## src/hw/rtl/deq_pkg.sv

```systemverilog
// Package for the double-ended queue core: widths, operation and status codes,
// controller state type and the command and status bundles. No dependencies.
`timescale 1ns / 1ps

package deq_pkg;

  // Fixed field widths and the default queue depth.
  localparam int DEPTH_DEF = 16;
  localparam int DATA_W    = 32;
  localparam int OP_W      = 2;
  localparam int STAT_W    = 2;
  localparam int OCC_W     = 5;

  // Operation codes carried by an input beat.
  typedef enum logic [OP_W-1:0] {
    OP_PUSH_FRONT = 2'd0,
    OP_PUSH_REAR  = 2'd1,
    OP_POP_FRONT  = 2'd2,
    OP_POP_REAR   = 2'd3
  } deq_op_t;

  // Result status codes.
  typedef enum logic [STAT_W-1:0] {
    STAT_OK    = 2'd0,
    STAT_FULL  = 2'd1,
    STAT_EMPTY = 2'd2
  } deq_status_t;

  // Controller states.
  typedef enum logic {
    ST_IDLE  = 1'b0,
    ST_FETCH = 1'b1
  } deq_state_t;

  // Commands from the controller to the datapath.
  typedef struct packed {
    logic take;  // an input beat is accepted this cycle
    logic load;  // move the finished result into the output register
  } deq_cmd_t;

  // Status from the datapath to the controller.
  typedef struct packed {
    logic out_free;  // output register is empty or being drained this cycle
  } deq_stat_t;

endpackage

```

## src/hw/rtl/deq_in_if.sv

```systemverilog
// Input channel of the deque core: valid/ready handshake with op and push word.
// Depends on deq_pkg for the field widths.
`timescale 1ns / 1ps

interface deq_in_if;
  logic                             valid;
  logic                             ready;
  logic [deq_pkg::OP_W-1:0]         op;
  logic signed [deq_pkg::DATA_W-1:0] push_value;

  modport source (output valid, output op, output push_value, input ready);
  modport sink   (input valid, input op, input push_value, output ready);
endinterface

```

## src/hw/rtl/deq_out_if.sv

```systemverilog
// Result channel of the deque core: valid/ready handshake with status, popped
// word and occupancy. Depends on deq_pkg for the field widths.
`timescale 1ns / 1ps

interface deq_out_if;
  logic                              valid;
  logic                              ready;
  logic [deq_pkg::STAT_W-1:0]        status;
  logic signed [deq_pkg::DATA_W-1:0] popped_value;
  logic [deq_pkg::OCC_W-1:0]         occupancy;

  modport source (output valid, output status, output popped_value, output occupancy,
                  input ready);
  modport sink   (input valid, input status, input popped_value, input occupancy,
                  output ready);
endinterface

```

## src/hw/rtl/deq_ram.sv

```systemverilog
// Generic single-write, single-read RAM with a registered read port.
// No dependencies.
`timescale 1ns / 1ps

module deq_ram #(
  parameter int  WIDTH = 32,
  parameter int  DEPTH = 16,
  localparam int AW    = (DEPTH > 1) ? $clog2(DEPTH) : 1
) (
  input  logic                     clk,
  input  logic                     we,
  input  logic [AW-1:0]            waddr,
  input  logic [WIDTH-1:0]         wdata,
  input  logic                     re,
  input  logic [AW-1:0]            raddr,
  output logic [WIDTH-1:0]         rdata
);

  logic [WIDTH-1:0] mem_r [DEPTH];
  logic [WIDTH-1:0] rdata_r;

  // Write port.
  always_ff @(posedge clk) begin
    if (we) begin
      mem_r[waddr] <= wdata;
    end
  end

  // Read port; the data register holds until the next read.
  always_ff @(posedge clk) begin
    if (re) begin
      rdata_r <= mem_r[raddr];
    end
  end

  assign rdata = rdata_r;

endmodule

```

## src/hw/rtl/deq_ctrl.sv

```systemverilog
// Controller of the deque core: accepts one input beat at a time and hands the
// result to the output register once the slot read has completed. Uses deq_pkg.
`timescale 1ns / 1ps

module deq_ctrl (
  input  logic               clk,
  input  logic               rst_n,
  input  logic               in_valid,
  output logic               in_ready,
  input  deq_pkg::deq_stat_t stat,
  output deq_pkg::deq_cmd_t  cmd
);

  deq_pkg::deq_state_t state_r;
  deq_pkg::deq_state_t state_nxt;

  // State register.
  always_ff @(posedge clk) begin
    if (!rst_n) begin
      state_r <= deq_pkg::ST_IDLE;
    end else begin
      state_r <= state_nxt;
    end
  end

  // Next state: an accepted beat moves to FETCH for the slot read, then waits
  // there until the output register can take its result.
  always_comb begin
    state_nxt = state_r;
    unique case (state_r)
      deq_pkg::ST_IDLE: begin
        if (in_valid) begin
          state_nxt = deq_pkg::ST_FETCH;
        end
      end
      deq_pkg::ST_FETCH: begin
        if (stat.out_free) begin
          state_nxt = deq_pkg::ST_IDLE;
        end
      end
      default: state_nxt = deq_pkg::ST_IDLE;
    endcase
  end

  // Outputs.
  always_comb begin
    in_ready = 1'b0;
    cmd      = '0;
    unique case (state_r)
      deq_pkg::ST_IDLE: begin
        in_ready = 1'b1;
        cmd.take = in_valid;
      end
      deq_pkg::ST_FETCH: begin
        cmd.load = stat.out_free;
      end
      default: begin
        in_ready = 1'b0;
      end
    endcase
  end

endmodule

```

## src/hw/rtl/deq_dp.sv

```systemverilog
// Datapath of the deque core: head pointer, word count, slot RAM, pending
// result and output register. Uses deq_pkg and deq_ram.
`timescale 1ns / 1ps

module deq_dp #(
  parameter int DEPTH = deq_pkg::DEPTH_DEF
) (
  input  logic                              clk,
  input  logic                              rst_n,
  input  deq_pkg::deq_cmd_t                 cmd,
  output deq_pkg::deq_stat_t                stat,
  input  logic [deq_pkg::OP_W-1:0]          in_op,
  input  logic signed [deq_pkg::DATA_W-1:0] in_push_value,
  output logic                              out_valid,
  input  logic                              out_ready,
  output logic [deq_pkg::STAT_W-1:0]        out_status,
  output logic signed [deq_pkg::DATA_W-1:0] out_popped_value,
  output logic [deq_pkg::OCC_W-1:0]         out_occupancy
);

  localparam int AW = $clog2(DEPTH);
  localparam int CW = $clog2(DEPTH + 1);
  localparam int SW = AW + 1;

  logic [AW-1:0] head_r;
  logic [AW-1:0] head_nxt;
  logic [CW-1:0] count_r;
  logic [CW-1:0] count_nxt;

  deq_pkg::deq_status_t pend_status_r;
  deq_pkg::deq_status_t pend_status_nxt;
  logic                 pend_pop_r;
  logic                 pend_pop_nxt;

  logic                              out_valid_r;
  deq_pkg::deq_status_t              out_status_r;
  logic [deq_pkg::DATA_W-1:0]        out_popped_r;
  logic [CW-1:0]                     out_occ_r;

  logic                       full;
  logic                       empty;
  logic [AW-1:0]              head_dec;
  logic [AW-1:0]              head_inc;
  logic [SW-1:0]              rear_sum;
  logic [SW-1:0]              rear_sum_m1;
  logic [AW-1:0]              rear_push;
  logic [AW-1:0]              rear_pop;
  logic                       ram_we;
  logic [AW-1:0]              ram_waddr;
  logic                       ram_re;
  logic [AW-1:0]              ram_raddr;
  logic [deq_pkg::DATA_W-1:0] ram_rdata;

  // Slot positions, each wrapped modulo the depth with one compare.
  assign full        = (count_r == CW'(DEPTH));
  assign empty       = (count_r == '0);
  assign head_dec    = (head_r == '0) ? AW'(DEPTH - 1) : head_r - 1'b1;
  assign head_inc    = (head_r == AW'(DEPTH - 1)) ? '0 : head_r + 1'b1;
  assign rear_sum    = SW'(head_r) + SW'(count_r);
  assign rear_sum_m1 = rear_sum - 1'b1;
  assign rear_push   = (rear_sum >= SW'(DEPTH)) ? AW'(rear_sum - SW'(DEPTH)) : AW'(rear_sum);
  assign rear_pop    = (rear_sum_m1 >= SW'(DEPTH)) ? AW'(rear_sum_m1 - SW'(DEPTH))
                                                   : AW'(rear_sum_m1);

  // Decode the accepted beat: pointer update, slot access and pending result.
  always_comb begin
    head_nxt        = head_r;
    count_nxt       = count_r;
    pend_status_nxt = deq_pkg::STAT_OK;
    pend_pop_nxt    = 1'b0;
    ram_we          = 1'b0;
    ram_waddr       = head_dec;
    ram_re          = 1'b0;
    ram_raddr       = head_r;
    unique case (deq_pkg::deq_op_t'(in_op))
      deq_pkg::OP_PUSH_FRONT: begin
        if (full) begin
          pend_status_nxt = deq_pkg::STAT_FULL;
        end else begin
          ram_we    = cmd.take;
          ram_waddr = head_dec;
          head_nxt  = head_dec;
          count_nxt = count_r + 1'b1;
        end
      end
      deq_pkg::OP_PUSH_REAR: begin
        if (full) begin
          pend_status_nxt = deq_pkg::STAT_FULL;
        end else begin
          ram_we    = cmd.take;
          ram_waddr = rear_push;
          count_nxt = count_r + 1'b1;
        end
      end
      deq_pkg::OP_POP_FRONT: begin
        if (empty) begin
          pend_status_nxt = deq_pkg::STAT_EMPTY;
        end else begin
          ram_re       = cmd.take;
          ram_raddr    = head_r;
          pend_pop_nxt = 1'b1;
          head_nxt     = head_inc;
          count_nxt    = count_r - 1'b1;
        end
      end
      deq_pkg::OP_POP_REAR: begin
        if (empty) begin
          pend_status_nxt = deq_pkg::STAT_EMPTY;
        end else begin
          ram_re       = cmd.take;
          ram_raddr    = rear_pop;
          pend_pop_nxt = 1'b1;
          count_nxt    = count_r - 1'b1;
        end
      end
      default: begin
        pend_status_nxt = deq_pkg::STAT_OK;
      end
    endcase
  end

  // Queue pointers.
  always_ff @(posedge clk) begin
    if (!rst_n) begin
      head_r  <= '0;
      count_r <= '0;
    end else if (cmd.take) begin
      head_r  <= head_nxt;
      count_r <= count_nxt;
    end
  end

  // Pending result, held while the slot read completes.
  always_ff @(posedge clk) begin
    if (cmd.take) begin
      pend_status_r <= pend_status_nxt;
      pend_pop_r    <= pend_pop_nxt;
    end
  end

  // Slot storage.
  deq_ram #(
    .WIDTH(deq_pkg::DATA_W),
    .DEPTH(DEPTH)
  ) u_deq_ram (
    .clk  (clk),
    .we   (ram_we),
    .waddr(ram_waddr),
    .wdata(in_push_value),
    .re   (ram_re),
    .raddr(ram_raddr),
    .rdata(ram_rdata)
  );

  // Output register valid flag.
  always_ff @(posedge clk) begin
    if (!rst_n) begin
      out_valid_r <= 1'b0;
    end else if (cmd.load) begin
      out_valid_r <= 1'b1;
    end else if (out_ready) begin
      out_valid_r <= 1'b0;
    end
  end

  // Output register payload; the occupancy is the count left by this beat.
  always_ff @(posedge clk) begin
    if (cmd.load) begin
      out_status_r <= pend_status_r;
      out_popped_r <= pend_pop_r ? ram_rdata : '0;
      out_occ_r    <= count_r;
    end
  end

  assign stat.out_free    = !out_valid_r || out_ready;
  assign out_valid        = out_valid_r;
  assign out_status       = out_status_r;
  assign out_popped_value = $signed(out_popped_r);
  assign out_occupancy    = deq_pkg::OCC_W'(out_occ_r);

endmodule

```

## src/hw/rtl/double_ended_queue_core.sv

```systemverilog
// Top level of the bounded double-ended queue core.
// Depends on deq_pkg, deq_in_if, deq_out_if, deq_ctrl and deq_dp.
`timescale 1ns / 1ps

// Usage
// in_ch carries one operation per beat: push front, push rear, pop front or
// pop rear, plus the word to push. out_ch returns exactly one beat per input
// beat with the status (ok, full, empty), the popped word (zero unless a pop
// succeeded) and the number of words held afterwards.
// Sequencing: an accepted beat goes to the FETCH state for the registered
// read of the slot RAM, and its result then moves into the output register
// when that register is free; no new beat is taken before then.
// in_ch.ready rises again once the result has moved into the output register,
// so the next beat can be taken while that result still waits on out_ch.
// Reset: synchronous, active low; the queue comes up empty with the head at
// slot zero. The slot RAM is not cleared and needs no clearing pass.
// Stall: while out_ch.ready stays low the result holds steady; one further
// beat may be accepted and then in_ch.ready stays low until the stall ends.

module double_ended_queue_core #(
  parameter int DEPTH = deq_pkg::DEPTH_DEF
) (
  input  logic      clk,
  input  logic      rst_n,
  deq_in_if.sink    in_ch,
  deq_out_if.source out_ch
);

  deq_pkg::deq_cmd_t  cmd;
  deq_pkg::deq_stat_t stat;

  // Sequencing of accepted beats.
  deq_ctrl u_deq_ctrl (
    .clk     (clk),
    .rst_n   (rst_n),
    .in_valid(in_ch.valid),
    .in_ready(in_ch.ready),
    .stat    (stat),
    .cmd     (cmd)
  );

  // Pointers, slot storage and output register.
  deq_dp #(
    .DEPTH(DEPTH)
  ) u_deq_dp (
    .clk             (clk),
    .rst_n           (rst_n),
    .cmd             (cmd),
    .stat            (stat),
    .in_op           (in_ch.op),
    .in_push_value   (in_ch.push_value),
    .out_valid       (out_ch.valid),
    .out_ready       (out_ch.ready),
    .out_status      (out_ch.status),
    .out_popped_value(out_ch.popped_value),
    .out_occupancy   (out_ch.occupancy)
  );

endmodule

```

## src/flat_wrapper.sv

```systemverilog
// flat-port wrapper written by rule: the top's interface ports become plain ports
module double_ended_queue_core_flat 
#(
  parameter int DEPTH = deq_pkg::DEPTH_DEF
)
  (clk, rst_n, in_ch_valid, in_ch_op, in_ch_push_value, in_ch_ready, out_ch_valid, out_ch_status, out_ch_popped_value, out_ch_occupancy, out_ch_ready);
  deq_in_if in_ch_i ();
  deq_out_if out_ch_i ();
  input  logic clk;
  input  logic rst_n;
  input wire logic [$bits(in_ch_i.valid)-1:0] in_ch_valid;
  input wire logic [$bits(in_ch_i.op)-1:0] in_ch_op;
  input wire logic [$bits(in_ch_i.push_value)-1:0] in_ch_push_value;
  output wire logic [$bits(in_ch_i.ready)-1:0] in_ch_ready;
  output wire logic [$bits(out_ch_i.valid)-1:0] out_ch_valid;
  output wire logic [$bits(out_ch_i.status)-1:0] out_ch_status;
  output wire logic [$bits(out_ch_i.popped_value)-1:0] out_ch_popped_value;
  output wire logic [$bits(out_ch_i.occupancy)-1:0] out_ch_occupancy;
  input wire logic [$bits(out_ch_i.ready)-1:0] out_ch_ready;
  assign in_ch_i.valid = in_ch_valid;
  assign in_ch_i.op = in_ch_op;
  assign in_ch_i.push_value = in_ch_push_value;
  assign in_ch_ready = in_ch_i.ready;
  assign out_ch_valid = out_ch_i.valid;
  assign out_ch_status = out_ch_i.status;
  assign out_ch_popped_value = out_ch_i.popped_value;
  assign out_ch_occupancy = out_ch_i.occupancy;
  assign out_ch_i.ready = out_ch_ready;
  double_ended_queue_core #(.DEPTH(DEPTH)) u_core (.clk(clk), .rst_n(rst_n), .in_ch(in_ch_i), .out_ch(out_ch_i));
endmodule
```

## config.mk

```make
export PLATFORM = sky130hd
export DESIGN_NAME = double_ended_queue_core_flat
export DESIGN_NICKNAME = d
export VERILOG_FILES = /design/src/hw/rtl/deq_pkg.sv /design/src/hw/rtl/deq_in_if.sv /design/src/hw/rtl/deq_out_if.sv /design/src/hw/rtl/deq_ram.sv /design/src/hw/rtl/deq_ctrl.sv /design/src/hw/rtl/deq_dp.sv /design/src/hw/rtl/double_ended_queue_core.sv /design/src/flat_wrapper.sv
export SDC_FILE = /design/constraint.sdc
export NUM_CORES = 1
export LEC_CHECK = 0
export ABC_AREA = 1
export BUFFER_PORTS_ARGS = -buffer_cell sky130_fd_sc_hd__buf_2
export CAP_MARGIN = 20
export CORE_ASPECT_RATIO = 1.5
export CORE_MARGIN = 8
export CORE_UTILIZATION = 45
export DETAILED_ROUTE_END_ITERATION = 16
export PLACE_DENSITY = 0.66
export SYNTH_ARGS = -nofsm -noshare
export SYNTH_HDL_FRONTEND = slang
export SYNTH_HIERARCHICAL = 1
export SYNTH_SLANG_ARGS = --single-unit
export TNS_END_PERCENT = 5
```

## constraint.sdc

```tcl
create_clock -name clk -period 4.1 [get_ports clk]
set_clock_uncertainty 0.1 [all_clocks]
set_input_delay 0.205 -clock clk [delete_from_list [all_inputs] [get_ports clk]]
set_output_delay 0.205 -clock clk [all_outputs]
set_load 0.005 [all_outputs]
```

==> flow_summary_export.csv <==
group,metric,value,unit
outcome,outcome,"complete, no violations",
synth,yosys.area_share.adder,0.00595,
synth,mappedNetlistNets,2463,
floorplan,floorplan.io_pins,79,
route,ant_nets,0,
setup_path,critPathLaunchType,"flip-flop",
synth,postSynthRegisterBits,597,
global_route,overflow,0,
sta,finalHoldViolCount,0,
synth,synth_area_in_compound_gates,0.00375,
route,firstDrtPassIters,5,
placed_design,gpl.final_weighted_congestion,0.851,
clock_network,cts-resized-gates,0,
global_route,grt_first_pass_wirelength,96500,microns
layout,nets,2569,
sta,final.setup.tns,0,ps
floorplan,die_area,65100,sq um
floorplan,core_rows,107,
floorplan,core,56600,sq um
pwr,power_density,499,nW/um^2
setup_path,worst_setup_path_startpoint,"u_core/u_deq_dp/count_r[0]",
synth,synth-edff-count,586,
synth,synth.mux.area_fraction,0,
sta,timing.fmax,278,MHz
placed_design,detailed_place_hpwl,36100,microns
route,drt-wirelength-per-cell,18.5,microns
setup_path,crit_path_end_kind,"flip-flop",
setup_path,worst-setup-path-type,"reg -> reg",
synth,synth_top_family_by_area,"simple AND/OR/NAND/NOR gates",
synth,async_reset_ff_frac,0,
layout,drive_gt1_frac,0.0914,
route,residual_drc_count,0,
route,vias,16700,
synth,synth_simple_gate_area_share,0.199,
global_route,grt_start_max_net_pins,154,
layout,fin_cells,3324,
clock_network,cts_tree,"done",
global_route,first_global_vias,16800,
sta,final_min_period_over_clock_period,0.879,
setup_path,worst_r2r_startpoint,"u_core/u_deq_dp/count_r[0]",
hold_path,hold_path_startpoint,"in_ch_op[0]",
clock_network,cts_htree_levels,2,
clock_network,clockBufferDepth,3,
setup_path,crit_fanout,11,
clock_network,cts_buffers,52,
sta,finalWorstPathRequiredPeriod,3600,ps
synth,ys_dominant_reg_cell,"sky130_fd_sc_hd__edfxtp_1",
hold_path,worstHoldPathType,"in -> reg",
synth,post_synth_xor_area_fraction,0.00273,
route,route.detailed.vias_per_inst,5.03,
synth,yosys.cell_types.count,29,
sta,number_of_pins_exceeding_their_max_slew_limit_in_the_final_report,0,
synth,yosys_warnings,6,
floorplan,die_height,309,microns
clock_network,root_buffer,"sky130_fd_sc_hd__clkbuf_16",
placed_design,placedCellCount,3191,
global_route,track_usage,0.190,
pwr,ir_drop,0.000281,V
setup_path,arrival,3770,ps
clock_network,clkSlewWorstSetupHoldPaths,70,ps
sta,worst_slew_pin_slew,793,ps
placed_design,placement.io_buffers,78,
route,detailedRoute.firstIterationViolations,1347,
sta,total_setup_violations_reported_at_the_end_of_the_flow,0,
synth,synth.avg_cell_area,10.6,sq um
clock_network,cts_num_sinks,597,
clock_network,worst_skew_pair.late_latency,590,ps
global_route,initial_antenna_violation_count,1,
layout,number_of_fillers_in_the_final_layout,4885,
floorplan,floorplan.initialDensity,0.453,
route,postRouteWirelength,61600,microns
synth,synth_area,25700,sq um
synth,synthesis.instances,2414,
sta,unrepaired_setup_endpoints_after_global_routing,"false",
layout,areaGrowthSynthToFinish,13.4,%
floorplan,die-width,211,microns
run,max-cap-violations,0,
setup_path,critical_path_required,4270,ps
synth,sequential_fraction_of_the_synthesis_area,0.694,
sta,worst_slew_margin_rel,0.472,
pwr,static-leakage-power,0.0124,uW
==> metal layers <==
metal,vias to the layer above,wire length (microns),track usage
met5,-,0,0
met4,0,1870,0.0700
met3,107,3740,0.0245
met2,567,31600,0.338
met1,8041,24500,0.234
li1,7989,-,-
==> cells by family after synthesis <==
| logic type | Yosys count |
|---|---|
| AOI/OAI and AO/OA | 19 |
| xor gates and xnor gates | 8 |
| adders and majority gates | 11 |
| buffers and inverters | 564 |
| DFF | 597 |
| and+or+nand+nor | 1215 |
==> worst max-delay path, cell delays in order, from the launching register on <==
cell and delay (ps):
sky130_fd_sc_hd__dfxtp_1 510, sky130_fd_sc_hd__ha_1 250, sky130_fd_sc_hd__inv_1 60, sky130_fd_sc_hd__fa_1 390, sky130_fd_sc_hd__inv_1 70, sky130_fd_sc_hd__nand2_1 50
sky130_fd_sc_hd__nand2_1 110, sky130_fd_sc_hd__inv_1 50, sky130_fd_sc_hd__o21ai_0 460, sky130_fd_sc_hd__nand3b_1 440, sky130_fd_sc_hd__nor2_4 500, sky130_fd_sc_hd__buf_4 310
==> timing repair <==
action,in CTS,in global routing
endpoints found under the hold margin,526,0
hold buffers,37,0
setup buffers,0,0
==> through the flow <==
stage                     hold WS (ps)  total power [uW]  area, sq um   util  setup WS, ps
after floorplan                    204              8790        25700      -           460
after global placement             303              9450        27000  0.476           664
after detailed placement           307              9490        27000  0.476           591
after CTS                         7.06             14600        29100  0.514           562
after global routing              52.7             15100        29100  0.514           266
final                             45.8             14500        29100  0.514           498
==> worst paths after layout <==
check	slack [ps]	depth (start not counted)	to
worst max-delay path	500	11	u_core/u_deq_dp/u_deq_ram/mem_r[4][11]
worst min-delay path	50	6	u_core/u_deq_dp/head_r[2]
worst max register to register	500	11	u_core/u_deq_dp/u_deq_ram/mem_r[4][11]
worst min register to register	320	0	u_core/u_deq_dp/out_status[1]
==> cells in the final DEF, fill, tap and decap left out, types with 2 or more instances in the layout <==
| cell type | Yosys | layout |
|---|---|---|
| sky130_fd_sc_hd__a21oi_1 | 12 | 11 |
| sky130_fd_sc_hd__buf_12 | 1 | 14 |
| sky130_fd_sc_hd__buf_2 | 41 | 78 |
| sky130_fd_sc_hd__buf_4 | 6 | 32 |
| sky130_fd_sc_hd__bufinv_16 | 0 | 9 |
| sky130_fd_sc_hd__clkbuf_1 | 17 | 9 |
| sky130_fd_sc_hd__clkbuf_16 | 0 | 53 |
| sky130_fd_sc_hd__clkinv_1 | 0 | 7 |
| sky130_fd_sc_hd__clkinv_2 | 0 | 8 |
| sky130_fd_sc_hd__clkinv_4 | 0 | 2 |
| sky130_fd_sc_hd__clkinvlp_4 | 0 | 2 |
| sky130_fd_sc_hd__dfxtp_1 | 11 | 11 |
| sky130_fd_sc_hd__dlygate4sd3_1 | 0 | 37 |
| sky130_fd_sc_hd__edfxtp_1 | 586 | 586 |
| sky130_fd_sc_hd__fa_1 | 2 | 2 |
| sky130_fd_sc_hd__ha_1 | 9 | 9 |
| sky130_fd_sc_hd__inv_1 | 452 | 450 |
| sky130_fd_sc_hd__inv_2 | 2 | 3 |
| sky130_fd_sc_hd__inv_6 | 0 | 5 |
| sky130_fd_sc_hd__nand2_1 | 765 | 764 |
| sky130_fd_sc_hd__nand2_2 | 1 | 2 |
| sky130_fd_sc_hd__nand3_1 | 398 | 398 |
| sky130_fd_sc_hd__nand3b_1 | 2 | 2 |
| sky130_fd_sc_hd__nand4_1 | 2 | 2 |
| sky130_fd_sc_hd__nor2_1 | 41 | 24 |
| sky130_fd_sc_hd__nor2_4 | 3 | 20 |
| sky130_fd_sc_hd__o21ai_0 | 6 | 4 |
| sky130_fd_sc_hd__o21ai_4 | 0 | 2 |
| sky130_fd_sc_hd__xnor2_1 | 3 | 3 |
| sky130_fd_sc_hd__xor2_1 | 5 | 5 |
==> sequential cells by signal, summed over array words and instances, names as in the netlist <==
name / count
u_core/u_deq_dp/u_deq_ram/mem_r: 512
u_core/u_deq_dp/out_popped_value: 32
u_core/u_deq_dp/u_deq_ram/rdata: 32
u_core/u_deq_dp/count_r: 5
u_core/u_deq_dp/out_occupancy: 5
u_core/u_deq_dp/head_r: 4
u_core/u_deq_dp/out_status: 2
u_core/u_deq_dp/pend_status_r: 2
u_core/u_deq_ctrl/state_r: 1
u_core/u_deq_dp/out_valid: 1
u_core/u_deq_dp/pend_pop_r: 1
==> cells in the mapped netlist (2+ instances only) <==
| cell type | count | area, sq um |
|---|---|---|
| sky130_fd_sc_hd__clkbuf_1 | 17 | 63.8 |
| sky130_fd_sc_hd__fa_1 | 2 | 40.0 |
| sky130_fd_sc_hd__inv_2 | 2 | 7.51 |
| sky130_fd_sc_hd__xor2_1 | 5 | 43.8 |
| sky130_fd_sc_hd__xnor2_1 | 3 | 26.3 |
| sky130_fd_sc_hd__nand2_1 | 765 | 2870 |
| sky130_fd_sc_hd__inv_1 | 452 | 1700 |
| sky130_fd_sc_hd__nand4_1 | 2 | 12.5 |
| sky130_fd_sc_hd__buf_6 | 29 | 327 |
| sky130_fd_sc_hd__nand3_1 | 398 | 1990 |
| sky130_fd_sc_hd__nor2_1 | 41 | 154 |
| sky130_fd_sc_hd__ha_1 | 9 | 113 |
| sky130_fd_sc_hd__edfxtp_1 | 586 | 17600 |
| sky130_fd_sc_hd__a21oi_1 | 12 | 60.1 |
| sky130_fd_sc_hd__buf_2 | 41 | 205 |
| sky130_fd_sc_hd__nand3b_1 | 2 | 15.0 |
| sky130_fd_sc_hd__nor2_4 | 3 | 33.8 |
| sky130_fd_sc_hd__buf_4 | 6 | 45.0 |
| sky130_fd_sc_hd__o21ai_0 | 6 | 30.0 |
| sky130_fd_sc_hd__buf_1 | 14 | 52.6 |
| sky130_fd_sc_hd__dfxtp_1 | 11 | 220 |
==> report_power, final <==
group / total [uW] / leakage [uW] / switching [uW] / internal [uW]
registers: 7000 / 0.00539 / 60.8 / 6940
clock network: 5130 / 0.000860 / 2190 / 2940
logic: 2390 / 0.00613 / 1690 / 709
==> final cells by class <==
| cell class | instances | area (sq um) | share of cell area |
|---|---|---|---|
| Multi-Input combinational cell | 1253 | 5590 | 0.192 |
| Tap cell | 763 | 955 | 0.0328 |
| Inverter | 455 | 1720 | 0.0589 |
| Timing Repair Buffer | 161 | 1280 | 0.0440 |
| Clock buffer | 62 | 1360 | 0.0467 |
| Antenna cell | 1 | 2.50 | 0.0000859 |
| Sequential cell | 597 | 17800 | 0.612 |
| Clock inverter | 32 | 404 | 0.0139 |
Power figures use the tool's default switching activity.
